==> src/design/wsc_pkg.sv <==
package wsc_pkg;

  localparam int unsigned NumChan   = 8;
  localparam int unsigned ChanW     = 3;
  localparam int unsigned WaveBytes = 128;
  localparam int unsigned PtrW      = 7;
  localparam int unsigned StepW     = 26;
  localparam int unsigned AccW      = 23;
  localparam int unsigned WorkW     = 28;
  localparam int unsigned PhaseW    = 23;
  localparam int unsigned LenW      = 6;
  localparam int unsigned LenShift  = 18;
  localparam int unsigned FreqW     = 18;
  localparam int unsigned SampleW   = 14;
  localparam int unsigned VolShift  = 6;
  localparam int unsigned ActW      = 4;
  localparam int unsigned SpdShift  = 20;

  localparam logic [StepW-1:0] StepReset = 26'd22696400;

  // Command codes carried on the request channel.
  localparam logic [1:0] CmdDataWr  = 2'd0;
  localparam logic [1:0] CmdAddrWr  = 2'd1;
  localparam logic [1:0] CmdDummyRd = 2'd2;
  localparam logic [1:0] CmdRender  = 2'd3;

  // Byte positions within a channel's eight-byte register block.
  localparam logic [2:0] RegFreqLo  = 3'd0;
  localparam logic [2:0] RegFreqMid = 3'd2;
  localparam logic [2:0] RegFreqHi  = 3'd4;
  localparam logic [2:0] RegOffset  = 3'd6;
  localparam logic [2:0] RegVolume  = 3'd7;

  // Wave length is held in units of 2^18 phase steps.
  localparam logic [LenW-1:0]    LenReset  = 6'h10;
  localparam logic [LenW-1:0]    LenTop    = 6'h20;
  localparam logic [ActW-1:0]    ActReset  = 4'd8;
  localparam logic [SampleW-1:0] SampleMax = 14'd14400;

  typedef struct packed {
    logic [FreqW-1:0]   freq;
    logic [LenW-1:0]    len;
    logic [PhaseW-1:0]  phase;
    logic [AccW-1:0]    accum;
    logic [7:0]         ofs;
    logic [3:0]         vol;
    logic               dirty;
    logic [SampleW-1:0] last;
  } chan_entry_t;

  localparam chan_entry_t ChanReset = '{
    freq:  '0,
    len:   LenReset,
    phase: '0,
    accum: '0,
    ofs:   '0,
    vol:   '0,
    dirty: 1'b0,
    last:  '0
  };

endpackage

==> src/design/wsc_if.sv <==
interface wsc_cmd_if;
  import wsc_pkg::*;

  logic       valid;
  logic       ready;
  logic [1:0] command;
  logic [7:0] data;
  logic [2:0] channel;

  modport source (output valid, output command, output data, output channel, input ready);
  modport sink   (input valid, input command, input data, input channel, output ready);
endinterface

interface wsc_smp_if;
  import wsc_pkg::*;

  logic               valid;
  logic               ready;
  logic [SampleW-1:0] sample;

  modport source (output valid, output sample, input ready);
  modport sink   (input valid, input sample, output ready);
endinterface

==> src/design/wsc_ram.sv <==
module wsc_ram #(
  parameter int unsigned Width = 8,
  parameter int unsigned Depth = 128
) (
  input  logic                     clk_i,
  input  logic                     we_i,
  input  logic [$clog2(Depth)-1:0] waddr_i,
  input  logic [Width-1:0]         wdata_i,
  input  logic                     re_i,
  input  logic [$clog2(Depth)-1:0] raddr_i,
  output logic [Width-1:0]         rdata_o
);

  logic [Width-1:0] mem_q [Depth];

  always_ff @(posedge clk_i) begin
    if (we_i) begin
      mem_q[waddr_i] <= wdata_i;
    end
    if (re_i) begin
      rdata_o <= mem_q[raddr_i];
    end
  end

endmodule

==> src/design/wavetable_sound_channels.sv <==
// Eight-channel wavetable sound unit.
//
// Requests arrive on cmd_i (valid/ready): a data port write, an address port
// write, a dummy read, or a render of one channel. Only a render answers, with
// one sample on smp_o (valid/ready). The user writes the accumulator step via
// cfg_wr_en_i/cfg_wr_data_i while no request is in flight; the block won't check.
//
// Pointer and address writes, dummy reads and wave byte writes are done in S_IDLE
// alone; a write that lands on a channel register also passes S_CREAD, as the
// channel entry is read from the channel RAM, modified and written back. An
// inactive render passes S_STORE only; an active one passes S_RLOAD and S_STORE
// when its accumulator stays non-negative, adds S_WREAD and S_VOICE when the
// volume changed since its last sample, and k S_LOOP steps first on a wrap, k
// being the number of wrap-around steps: at most 64 (one active channel and the
// largest step), as the shared phase adder does one step per cycle. The sample
// is registered and appears in the cycle in which the next request can be taken.
//
// After reset the wave RAM reads as zero and every channel holds its default
// entry, through per-entry valid bits, so no clearing pass is needed. While the
// receiver stalls, a finished render holds in its final step until the output
// register is free, and no request is accepted in that time.
module wavetable_sound_channels (
  input  logic                       clk_i,
  input  logic                       rst_ni,
  input  logic                       cfg_wr_en_i,
  input  logic [wsc_pkg::StepW-1:0]  cfg_wr_data_i,
  wsc_cmd_if.sink                    cmd_i,
  wsc_smp_if.source                  smp_o
);
  import wsc_pkg::*;

  typedef enum logic [2:0] {
    S_IDLE,
    S_CREAD,
    S_RLOAD,
    S_LOOP,
    S_WREAD,
    S_VOICE,
    S_STORE
  } state_e;

  localparam int unsigned EntryW = $bits(chan_entry_t);

  state_e state_q;

  // Global registers.
  logic [StepW-1:0] step_q;
  logic [PtrW-1:0]  ptr_q;
  logic             auto_inc_q;
  logic [ActW-1:0]  active_q;
  logic [WaveBytes-1:0] wave_vld_q;
  logic [NumChan-1:0]   chan_vld_q;

  // Working registers of the request in flight.
  logic [ChanW-1:0]         ch_q;
  logic [7:0]               data_q;
  logic [2:0]               sel_q;
  logic                     skip_q;
  logic signed [WorkW-1:0]  acc_q;
  logic [PhaseW-1:0]        phase_q;
  logic [FreqW-1:0]         freq_q;
  logic [LenW-1:0]          len_q;
  logic [7:0]               ofs_q;
  logic [3:0]               vol_q;
  logic                     dirty_q;
  logic [SampleW-1:0]       last_q;
  logic                     nib_sel_q;
  logic                     wv_hit_q;

  // Output register.
  logic                     out_valid_q;
  logic [SampleW-1:0]       sample_q;

  logic in_acc;
  logic is_chan_reg;
  logic ch_active;
  logic store_go;

  logic                wave_we;
  logic                wave_re;
  logic [PtrW-1:0]     wave_raddr;
  logic [7:0]          wave_rdata;
  logic [7:0]          wave_idx;

  logic                chan_we;
  logic                chan_re;
  logic [ChanW-1:0]    chan_raddr;
  logic [EntryW-1:0]   chan_rdata;
  logic [EntryW-1:0]   chan_wdata;
  chan_entry_t         ent;
  chan_entry_t         reg_entry;
  chan_entry_t         store_entry;
  logic [LenW-1:0]     new_len;

  logic signed [WorkW-1:0] acc_ld;
  logic signed [WorkW-1:0] acc_nx;
  logic [PhaseW:0]         phase_sum;
  logic [PhaseW:0]         len_full;
  logic [PhaseW:0]         phase_wrap;
  logic [3:0]              nib;
  logic [7:0]              prod;
  logic [SampleW-1:0]      voice;

  assign cmd_i.ready  = (state_q == S_IDLE);
  assign in_acc       = cmd_i.valid && cmd_i.ready;
  assign smp_o.valid  = out_valid_q;
  assign smp_o.sample = sample_q;
  assign store_go     = !out_valid_q || smp_o.ready;

  // Pointer in the upper half lands on a channel register that holds state.
  assign is_chan_reg = ptr_q[PtrW-1] && (ptr_q[2:0] inside {RegFreqLo, RegFreqMid,
                                                             RegFreqHi, RegOffset, RegVolume});
  assign ch_active   = {1'b0, cmd_i.channel} >= (ActReset - active_q);

  // Wave RAM: one byte holds two samples, low nibble first.
  assign wave_we    = in_acc && (cmd_i.command == CmdDataWr);
  assign wave_re    = (state_q == S_WREAD);
  assign wave_idx   = ofs_q + {3'b000, phase_q[PhaseW-1:LenShift]};
  assign wave_raddr = wave_idx[7:1];

  wsc_ram #(
    .Width (8),
    .Depth (WaveBytes)
  ) u_wave_ram (
    .clk_i   (clk_i),
    .we_i    (wave_we),
    .waddr_i (ptr_q),
    .wdata_i (cmd_i.data),
    .re_i    (wave_re),
    .raddr_i (wave_raddr),
    .rdata_o (wave_rdata)
  );

  // Channel RAM: one entry per channel, read-modify-write per request.
  assign chan_re    = in_acc && (((cmd_i.command == CmdRender) && ch_active) ||
                                 ((cmd_i.command == CmdDataWr) && is_chan_reg));
  assign chan_raddr = (cmd_i.command == CmdRender) ? cmd_i.channel : ptr_q[5:3];
  assign chan_we    = (state_q == S_CREAD) || ((state_q == S_STORE) && store_go && !skip_q);
  assign chan_wdata = (state_q == S_CREAD) ? reg_entry : store_entry;

  wsc_ram #(
    .Width (EntryW),
    .Depth (NumChan)
  ) u_chan_ram (
    .clk_i   (clk_i),
    .we_i    (chan_we),
    .waddr_i (ch_q),
    .wdata_i (chan_wdata),
    .re_i    (chan_re),
    .raddr_i (chan_raddr),
    .rdata_o (chan_rdata)
  );

  // An entry never written reads as the reset entry.
  assign ent = chan_vld_q[ch_q] ? chan_entry_t'(chan_rdata) : ChanReset;

  // Register write decode on the fetched entry.
  always_comb begin
    reg_entry = ent;
    new_len   = LenTop - {1'b0, data_q[4:2], 2'b00};
    case (sel_q)
      RegFreqLo:  reg_entry.freq[7:0]  = data_q;
      RegFreqMid: reg_entry.freq[15:8] = data_q;
      RegFreqHi: begin
        reg_entry.freq[FreqW-1:16] = data_q[1:0];
        if (new_len != ent.len) begin
          reg_entry.len   = new_len;
          reg_entry.phase = '0;
        end
      end
      RegOffset:  reg_entry.ofs = data_q;
      RegVolume: begin
        reg_entry.vol   = data_q[3:0];
        reg_entry.dirty = 1'b1;
      end
      default: ;
    endcase
  end

  assign store_entry = '{
    freq:  freq_q,
    len:   len_q,
    phase: phase_q,
    accum: acc_q[AccW-1:0],
    ofs:   ofs_q,
    vol:   vol_q,
    dirty: dirty_q,
    last:  last_q
  };

  // Accumulator and phase step.
  assign acc_ld     = $signed({5'b0, ent.accum}) - $signed({2'b0, step_q});
  assign acc_nx     = acc_q + $signed({4'b0, active_q, {SpdShift{1'b0}}});
  assign phase_sum  = {1'b0, phase_q} + {{(PhaseW + 1 - FreqW){1'b0}}, freq_q};
  assign len_full   = {len_q, {LenShift{1'b0}}};
  assign phase_wrap = (phase_sum >= len_full) ? (phase_sum - len_full) : phase_sum;

  // Sample lookup scaled by volume.
  assign nib   = !wv_hit_q ? 4'd0 : (nib_sel_q ? wave_rdata[7:4] : wave_rdata[3:0]);
  assign prod  = nib * vol_q;
  assign voice = {prod, {VolShift{1'b0}}};

  always_ff @(posedge clk_i or negedge rst_ni) begin
    if (!rst_ni) begin
      state_q     <= S_IDLE;
      step_q      <= StepReset;
      ptr_q       <= '0;
      auto_inc_q  <= 1'b1;
      active_q    <= ActReset;
      wave_vld_q  <= '0;
      chan_vld_q  <= '0;
      out_valid_q <= 1'b0;
    end else begin
      if (cfg_wr_en_i) begin
        step_q <= cfg_wr_data_i;
      end
      if (out_valid_q && smp_o.ready && !((state_q == S_STORE) && store_go)) begin
        out_valid_q <= 1'b0;
      end
      if (chan_we) begin
        chan_vld_q[ch_q] <= 1'b1;
      end

      case (state_q)
        S_IDLE: begin
          if (in_acc) begin
            data_q <= cmd_i.data;
            sel_q  <= ptr_q[2:0];
            case (cmd_i.command)
              CmdDataWr: begin
                wave_vld_q[ptr_q] <= 1'b1;
                ch_q              <= ptr_q[5:3];
                if (auto_inc_q) begin
                  ptr_q <= ptr_q + 1'b1;
                end
                if (is_chan_reg) begin
                  state_q <= S_CREAD;
                end
                // The last channel's volume byte also sets the channel count.
                if (ptr_q[PtrW-1] && (ptr_q[5:3] == ChanW'(NumChan - 1)) &&
                    (ptr_q[2:0] == RegVolume)) begin
                  active_q <= {1'b0, cmd_i.data[6:4]} + 1'b1;
                end
              end
              CmdAddrWr: begin
                ptr_q      <= cmd_i.data[PtrW-1:0];
                auto_inc_q <= cmd_i.data[7];
              end
              CmdDummyRd: begin
                if (auto_inc_q) begin
                  ptr_q <= ptr_q + 1'b1;
                end
              end
              CmdRender: begin
                ch_q <= cmd_i.channel;
                if (ch_active) begin
                  skip_q  <= 1'b0;
                  state_q <= S_RLOAD;
                end else begin
                  skip_q  <= 1'b1;
                  last_q  <= '0;
                  state_q <= S_STORE;
                end
              end
              default: ;
            endcase
          end
        end

        S_CREAD: begin
          state_q <= S_IDLE;
        end

        S_RLOAD: begin
          acc_q   <= acc_ld;
          phase_q <= ent.phase;
          freq_q  <= ent.freq;
          len_q   <= ent.len;
          ofs_q   <= ent.ofs;
          vol_q   <= ent.vol;
          last_q  <= ent.last;
          // The flag survives a wrap and is cleared by a recompute without one.
          dirty_q <= ent.dirty && acc_ld[WorkW-1];
          if (acc_ld[WorkW-1]) begin
            state_q <= S_LOOP;
          end else if (ent.dirty) begin
            // Volume changed since the last sample: recompute it.
            state_q <= S_WREAD;
          end else begin
            state_q <= S_STORE;
          end
        end

        S_LOOP: begin
          acc_q   <= acc_nx;
          phase_q <= phase_wrap[PhaseW-1:0];
          if (!acc_nx[WorkW-1]) begin
            state_q <= S_WREAD;
          end
        end

        S_WREAD: begin
          nib_sel_q <= wave_idx[0];
          wv_hit_q  <= wave_vld_q[wave_raddr];
          state_q   <= S_VOICE;
        end

        S_VOICE: begin
          last_q  <= voice;
          state_q <= S_STORE;
        end

        S_STORE: begin
          if (store_go) begin
            out_valid_q <= 1'b1;
            sample_q    <= last_q;
            state_q     <= S_IDLE;
          end
        end

        default: state_q <= S_IDLE;
      endcase
    end
  end

  // A presented sample never exceeds full nibble times full volume.
  property p_sample_range;
    @(posedge clk_i) disable iff (!rst_ni)
      smp_o.valid |-> (smp_o.sample <= SampleMax);
  endproperty
  a_sample_range: assert property (p_sample_range)
    else $error("sample above full scale");

  // The wrap loop only runs while the accumulator is negative.
  property p_loop_negative;
    @(posedge clk_i) disable iff (!rst_ni)
      (state_q == S_LOOP) |-> acc_q[WorkW-1];
  endproperty
  a_loop_negative: assert property (p_loop_negative)
    else $error("wrap step with non-negative accumulator");

  // A stored phase always lies inside the wave length.
  property p_phase_in_len;
    @(posedge clk_i) disable iff (!rst_ni)
      (chan_we && (state_q == S_STORE)) |-> ({1'b0, phase_q} < len_full);
  endproperty
  a_phase_in_len: assert property (p_phase_in_len)
    else $error("phase written back beyond wave length");

  // A render that produces a sample never leaves the output register
  // overwritten while it is still waiting.
  property p_no_overwrite;
    @(posedge clk_i) disable iff (!rst_ni)
      (out_valid_q && !smp_o.ready) |=> (out_valid_q && $stable(sample_q));
  endproperty
  a_no_overwrite: assert property (p_no_overwrite)
    else $error("waiting sample overwritten");

endmodule

==> src/flat_wrapper.sv <==
// flat-port wrapper written by rule: the top's interface ports become plain ports
module wavetable_sound_channels_flat import wsc_pkg::*;
  (clk_i, rst_ni, cfg_wr_en_i, cfg_wr_data_i, cmd_i_valid, cmd_i_command, cmd_i_data, cmd_i_channel, cmd_i_ready, smp_o_valid, smp_o_sample, smp_o_ready);
  wsc_cmd_if cmd_i_i ();
  wsc_smp_if smp_o_i ();
  input  logic clk_i;
  input  logic rst_ni;
  input  logic cfg_wr_en_i;
  input  logic [wsc_pkg::StepW-1:0] cfg_wr_data_i;
  input wire logic [$bits(cmd_i_i.valid)-1:0] cmd_i_valid;
  input wire logic [$bits(cmd_i_i.command)-1:0] cmd_i_command;
  input wire logic [$bits(cmd_i_i.data)-1:0] cmd_i_data;
  input wire logic [$bits(cmd_i_i.channel)-1:0] cmd_i_channel;
  output wire logic [$bits(cmd_i_i.ready)-1:0] cmd_i_ready;
  output wire logic [$bits(smp_o_i.valid)-1:0] smp_o_valid;
  output wire logic [$bits(smp_o_i.sample)-1:0] smp_o_sample;
  input wire logic [$bits(smp_o_i.ready)-1:0] smp_o_ready;
  assign cmd_i_i.valid = cmd_i_valid;
  assign cmd_i_i.command = cmd_i_command;
  assign cmd_i_i.data = cmd_i_data;
  assign cmd_i_i.channel = cmd_i_channel;
  assign cmd_i_ready = cmd_i_i.ready;
  assign smp_o_valid = smp_o_i.valid;
  assign smp_o_sample = smp_o_i.sample;
  assign smp_o_i.ready = smp_o_ready;
  wavetable_sound_channels u_core (.clk_i(clk_i), .rst_ni(rst_ni), .cfg_wr_en_i(cfg_wr_en_i), .cfg_wr_data_i(cfg_wr_data_i), .cmd_i(cmd_i_i), .smp_o(smp_o_i));
endmodule
==> config.mk <==
export PLATFORM = sky130hd
export DESIGN_NAME = wavetable_sound_channels_flat
export DESIGN_NICKNAME = d
export VERILOG_FILES = /design/src/design/wsc_pkg.sv /design/src/design/wsc_if.sv /design/src/design/wsc_ram.sv /design/src/design/wavetable_sound_channels.sv /design/src/flat_wrapper.sv
export SDC_FILE = /design/constraint.sdc
export NUM_CORES = 2
export LEC_CHECK = 0
export BUFFER_PORTS_ARGS = -buffer_cell sky130_fd_sc_hd__buf_2
export CORE_MARGIN = 2
export CORE_UTILIZATION = 50
export DETAILED_ROUTE_END_ITERATION = 6
export PLACE_DENSITY = 0.74
export SLEW_MARGIN = 20
export SYNTH_ARGS = -nofsm -noshare
export SYNTH_HDL_FRONTEND = slang
export SYNTH_HIERARCHICAL = 1
export SYNTH_SLANG_ARGS = --single-unit
==> constraint.sdc <==
create_clock -name clk_i -period 20.1 [get_ports clk_i]
set_input_delay 5.025 -clock clk_i [delete_from_list [all_inputs] [get_ports clk_i]]
set_output_delay 5.025 -clock clk_i [all_outputs]
set_load 0.02 [all_outputs]
==> impl_metrics.prom <==
# TYPE chip_impl_metric gauge
chip_impl_info{name="run_status",value="finished, final reports clean"} 1
chip_impl_metric{name="design.portCount",unit=""} 60
chip_impl_metric{name="yosys.cell_types.count",unit=""} 80
chip_impl_info{name="timing.critical_path.cells",value="buf_2, ha_1, mux2_8, buf_4, buf_4, mux4_2, mux2_2"} 1
chip_impl_metric{name="track_usage",unit="%"} 21.69
chip_impl_metric{name="mappedNetlistArea",unit="mm^2"} 0.09031
chip_impl_metric{name="fillers",unit=""} 12930
chip_impl_metric{name="whs_path_depth",unit=""} 0
chip_impl_info{name="hold_end",value="u_core/smp_o.sample[0]$_DFFE_PP_"} 1
chip_impl_metric{name="placedCellCount",unit=""} 6908
chip_impl_metric{name="postCtsSetupBuffers",unit=""} 0
chip_impl_metric{name="detail_route.vias_per_cell",unit=""} 6.207
chip_impl_info{name="setup.worst_path.start_class",value="input pin"} 1
chip_impl_info{name="slowest_cell_on_the_critical_path",value="sky130_fd_sc_hd__buf_4"} 1
chip_impl_metric{name="route.final.wire_length",unit="mm"} 199.5
chip_impl_info{name="grt_setup_unrepaired",value="no"} 1
chip_impl_metric{name="async_reset_ff_share",unit="%"} 8.032
chip_impl_metric{name="synthesis.area_per_instance",unit="um^2"} 19.41
chip_impl_info{name="ys_top_cells_by_area",value="sky130_fd_sc_hd__edfxtp_1 68%, sky130_fd_sc_hd__mux4_2 13%, sky130_fd_sc_hd__dfrtp_1 4.6%, sky130_fd_sc_hd__mux2_2 1.7%, sky130_fd_sc_hd__ha_1 1.1%"} 1
chip_impl_metric{name="syn-num-nets",unit=""} 4787
chip_impl_metric{name="synth_top_area_share",unit="%"} 67.76
chip_impl_metric{name="grt_overflow_total",unit=""} 0
chip_impl_metric{name="power.density",unit="mW/mm^2"} 118.7
chip_impl_metric{name="grt_pass1_wl",unit="mm"} 298.9
chip_impl_metric{name="start_util",unit="%"} 50.45
chip_impl_metric{name="place_ws",unit="ns"} 10.54
chip_impl_metric{name="hold_slack",unit="ns"} 0.4519
chip_impl_metric{name="area.growth.synth_to_final",unit="%"} 11.18
chip_impl_metric{name="critical_path_peak_fanout",unit=""} 69
chip_impl_metric{name="cts_h_tree_depth",unit=""} 4
chip_impl_metric{name="firstDrtPassIters",unit=""} 6
chip_impl_metric{name="core-area",unit="mm^2"} 0.1790
chip_impl_info{name="yosysMostFrequentCell",value="sky130_fd_sc_hd__edfxtp_1"} 1
chip_impl_info{name="rr_startpoint",value="u_core/phase_q[20]$_DFFE_PP_"} 1
chip_impl_metric{name="holdBufCountCts",unit=""} 0
chip_impl_metric{name="route.detailed.drc",unit=""} 0
chip_impl_info{name="source_of_the_worst_hold_timing_path",value="u_core/last_q[0]$_DFFE_PP_"} 1
chip_impl_metric{name="synth_edf_count",unit=""} 2038
chip_impl_info{name="timing.critical_path.mode_cell",value="sky130_fd_sc_hd__buf_4"} 1
chip_impl_info{name="crit_path_end_kind",value="flop"} 1
chip_impl_metric{name="detail_route.iter0.violations",unit=""} 5210
chip_impl_info{name="source_of_the_critical_timing_path",value="cmd_i_command[0]"} 1
chip_impl_metric{name="clk_pin_slew",unit="ns"} 0.06
chip_impl_metric{name="required",unit="ns"} 20.62
chip_impl_metric{name="totalNegativeSetupSlack",unit="ns"} 0
chip_impl_metric{name="yosysWarnings",unit=""} 6
chip_impl_metric{name="post_synthesis_cells",unit=""} 4652
chip_impl_info{name="cts_root_buffer",value="sky130_fd_sc_hd__clkbuf_16"} 1
chip_impl_metric{name="layout.nets",unit=""} 4900
chip_impl_metric{name="die-area",unit="mm^2"} 0.1840
chip_impl_metric{name="cp.buffers_inverters",unit=""} 3
chip_impl_metric{name="postCtsResizedCells",unit=""} 0
chip_impl_metric{name="cts_inserted_buffers",unit=""} 210
chip_impl_info{name="tritoncts",value="yes"} 1
chip_impl_metric{name="cap_viol_max_count",unit=""} 0
chip_impl_info{name="critical-path-top-delay-family",value="buffers and inverters"} 1
chip_impl_metric{name="worstSkewPairLatency",unit="ns"} 0.85
chip_impl_metric{name="layout.cells.non_filler",unit=""} 7296
chip_impl_info{name="timing_worst_setup_path_type",value="input pin to flop"} 1
chip_impl_metric{name="final_min_period_over_clock_period",unit="%"} 42.69
chip_impl_metric{name="placement.io_buffers",unit=""} 59
chip_impl_metric{name="seq_area_frac_synth",unit="%"} 72.72
chip_impl_metric{name="slew-limit-headroom",unit="%"} 23.23
chip_impl_metric{name="routed_wire_length_per_instance",unit="um"} 27.34
chip_impl_metric{name="fp.dieW",unit="um"} 429.0
chip_impl_metric{name="finalWeightedCongestion",unit=""} 0.8605
chip_impl_info{name="ys_dominant_reg_cell",value="sky130_fd_sc_hd__edfxtp_1"} 1
chip_impl_metric{name="worst_ir_drop_vdd",unit="V"} 0.0001364
chip_impl_metric{name="share_of_post_route_cells_with_drive_strength_above_1",unit="%"} 23.96
chip_impl_metric{name="route.antenna.remaining_nets",unit=""} 0
chip_impl_metric{name="number_of_global_route_vias_before_repair",unit=""} 45640
chip_impl_info{name="synth.largest_area_cell",value="sky130_fd_sc_hd__edfxtp_1"} 1
chip_impl_metric{name="setup_skew",unit="ns"} 0.07528
chip_impl_metric{name="synth_seq_cells",unit=""} 2216
chip_impl_info{name="yosys-top-cells-count",value="2038 x sky130_fd_sc_hd__edfxtp_1, 538 x sky130_fd_sc_hd__mux4_2, 221 x sky130_fd_sc_hd__nand2_1"} 1
chip_impl_metric{name="max_stage_delay_on_crit_path",unit="ns"} 0.92
chip_impl_metric{name="clock-sinks",unit=""} 2216
chip_impl_metric{name="setup_viol",unit=""} 0
chip_impl_metric{name="row_count",unit=""} 155
chip_impl_metric{name="grt_start_max_net_pins",unit=""} 159
chip_impl_info{name="worstReg2RegEnd",value="u_core/u_wave_ram/rdata_o[3]$_DFFE_PP_"} 1
chip_impl_metric{name="highest_clock_rate",unit="MHz"} 116.5
chip_impl_metric{name="leakage",unit="nW"} 32.95
chip_impl_metric{name="detailroute.via_count",unit=""} 45280
chip_impl_info{name="hold_path_class",value="flop to flop"} 1
chip_impl_metric{name="setup_ws",unit="ns"} 11.52
chip_impl_metric{name="finalMaxSlewViolations",unit=""} 0
chip_impl_metric{name="timing_worst_slew_pin_value",unit="ns"} 1.152
chip_impl_metric{name="final-hold-violation-count",unit=""} 0
chip_impl_metric{name="minimum_clock_period_after_layout",unit="ns"} 8.581
chip_impl_metric{name="cts.path.max_buffers",unit=""} 3
chip_impl_metric{name="timing.critical_path.arrival",unit="ns"} 9.11
chip_impl_metric{name="timing.reg2reg.setup_slack",unit="ns"} 13.88
chip_impl_metric{name="worst_r2r_path_depth",unit=""} 11
chip_impl_metric{name="antenna_violations_before_repair",unit=""} 8
chip_impl_metric{name="detailed_place_hpwl",unit="mm"} 114.9
chip_impl_metric{name="die_h",unit="um"} 429.0
-- power breakdown --
group	switching, mW	leakage, nW	internal (mW)	total (mW)
clock	1.69	3.44	2.31	4.01
sequential	0.0272	20.7	5.08	5.11
combinational	1.45	8.77	1.35	2.80
total	3.18	32.9	8.74	11.9
-- worst register-to-register path, cell delays in order (launching register included) --
cell	delay [ns]
sky130_fd_sc_hd__edfxtp_1	0.58
sky130_fd_sc_hd__ha_1	0.48
sky130_fd_sc_hd__a21oi_2	0.23
sky130_fd_sc_hd__xnor2_2	0.14
sky130_fd_sc_hd__buf_4	0.45
sky130_fd_sc_hd__buf_4	0.67
sky130_fd_sc_hd__buf_12	0.70
sky130_fd_sc_hd__buf_4	0.78
sky130_fd_sc_hd__mux4_2	0.49
sky130_fd_sc_hd__mux4_2	0.57
sky130_fd_sc_hd__mux4_2	0.58
sky130_fd_sc_hd__mux2_2	0.30
-- area by class of cell --
class	instances	area (um^2)	share of cell area (%)
diodes	4	10.01	0.009969
flip-flops and latches	2216	65670	65.40
clock buffers	277	5819	5.796
inverters	77	305.3	0.3040
clock inverters	107	1285	1.280
repair buffers	138	953.4	0.9495
multi-input cells	2122	23420	23.33
well taps	2355	2947	2.935
-- cell usage in the layout (no fill, tap or decap), types with 58 or more instances in the layout --
master                      instances
sky130_fd_sc_hd__clkbuf_16        217
sky130_fd_sc_hd__o21bai_1         133
sky130_fd_sc_hd__nor2_1           204
sky130_fd_sc_hd__ha_1              82
sky130_fd_sc_hd__dfrtp_1          165
sky130_fd_sc_hd__and2_1            85
sky130_fd_sc_hd__buf_4             82
sky130_fd_sc_hd__inv_1             75
sky130_fd_sc_hd__a21oi_1           59
sky130_fd_sc_hd__mux2i_1           58
sky130_fd_sc_hd__o21ai_0          119
sky130_fd_sc_hd__mux2_2           137
sky130_fd_sc_hd__mux4_2           538
sky130_fd_sc_hd__nand2_1          219
sky130_fd_sc_hd__edfxtp_1        2038
sky130_fd_sc_hd__nand3_1           92
-- metrics by stage --
step                util, %  area [um^2]  power, mW
CTS                   56.08       100400      12.01
floorplan                 -        90310      7.201
finish                56.09       100400      11.92
global route          56.09       100400      12.32
global placement      52.10        93260      7.995
detailed placement    52.11        93280      8.017
-- how the worst max path moves through the flow --
| stage | depth (start not counted) | to |
|---|---|---|
| 3_5_place_dp | 7 | u_core/u_chan_ram/rdata_o[70]$_DFFE_PP_ |
| 5_1_grt | 7 | u_core/u_chan_ram/rdata_o[80]$_DFFE_PP_ |
| 6_report | 7 | u_core/u_chan_ram/rdata_o[80]$_DFFE_PP_ |
| 3_3_place_gp | 7 | u_core/u_chan_ram/rdata_o[9]$_DFFE_PP_ |
| 4_1_cts | 7 | u_core/u_chan_ram/rdata_o[80]$_DFFE_PP_ |
| 2_1_floorplan | 5 | u_core/u_chan_ram/mem_q[4][0]$_DFFE_PP_ |
-- logic make-up after synthesis --
family,share of synthesized area [%]
flip-flops,72.72
multiplexers,16.53
AND/OR/NAND/NOR,3.944
AO/OA/AOI/OAI,3.356
adder cells (fa/ha/maj),1.336
XOR/XNOR,0.5126
buffers and inverters,1.604
-- layer usage --
metal	wire, um	vias to the layer above	global-route usage, %
met4	5818	0	6.841
li1	-	19040	-
met3	16450	312	4.062
met2	96320	2053	34.29
met5	0	-	0
met1	80900	23880	30.88
-- sequential cells by signal, indices dropped and copies added (netlist names), 6 cells and up --
register                   cells
u_core/u_wave_ram/mem_q     1024
u_core/ofs_q                   8
u_core/u_chan_ram/mem_q      776
u_core/step_q                 26
u_core/wave_vld_q            128
u_core/chan_vld_q              8
u_core/acc_q                  28
u_core/freq_q                 18
u_core/u_wave_ram/rdata_o      8
u_core/len_q                   6
u_core/smp_o.sample           14
u_core/u_chan_ram/rdata_o     97
u_core/last_q                 14
u_core/data_q                  8
u_core/phase_q                23
u_core/ptr_q                   7
Power figures use the tool's default switching activity.
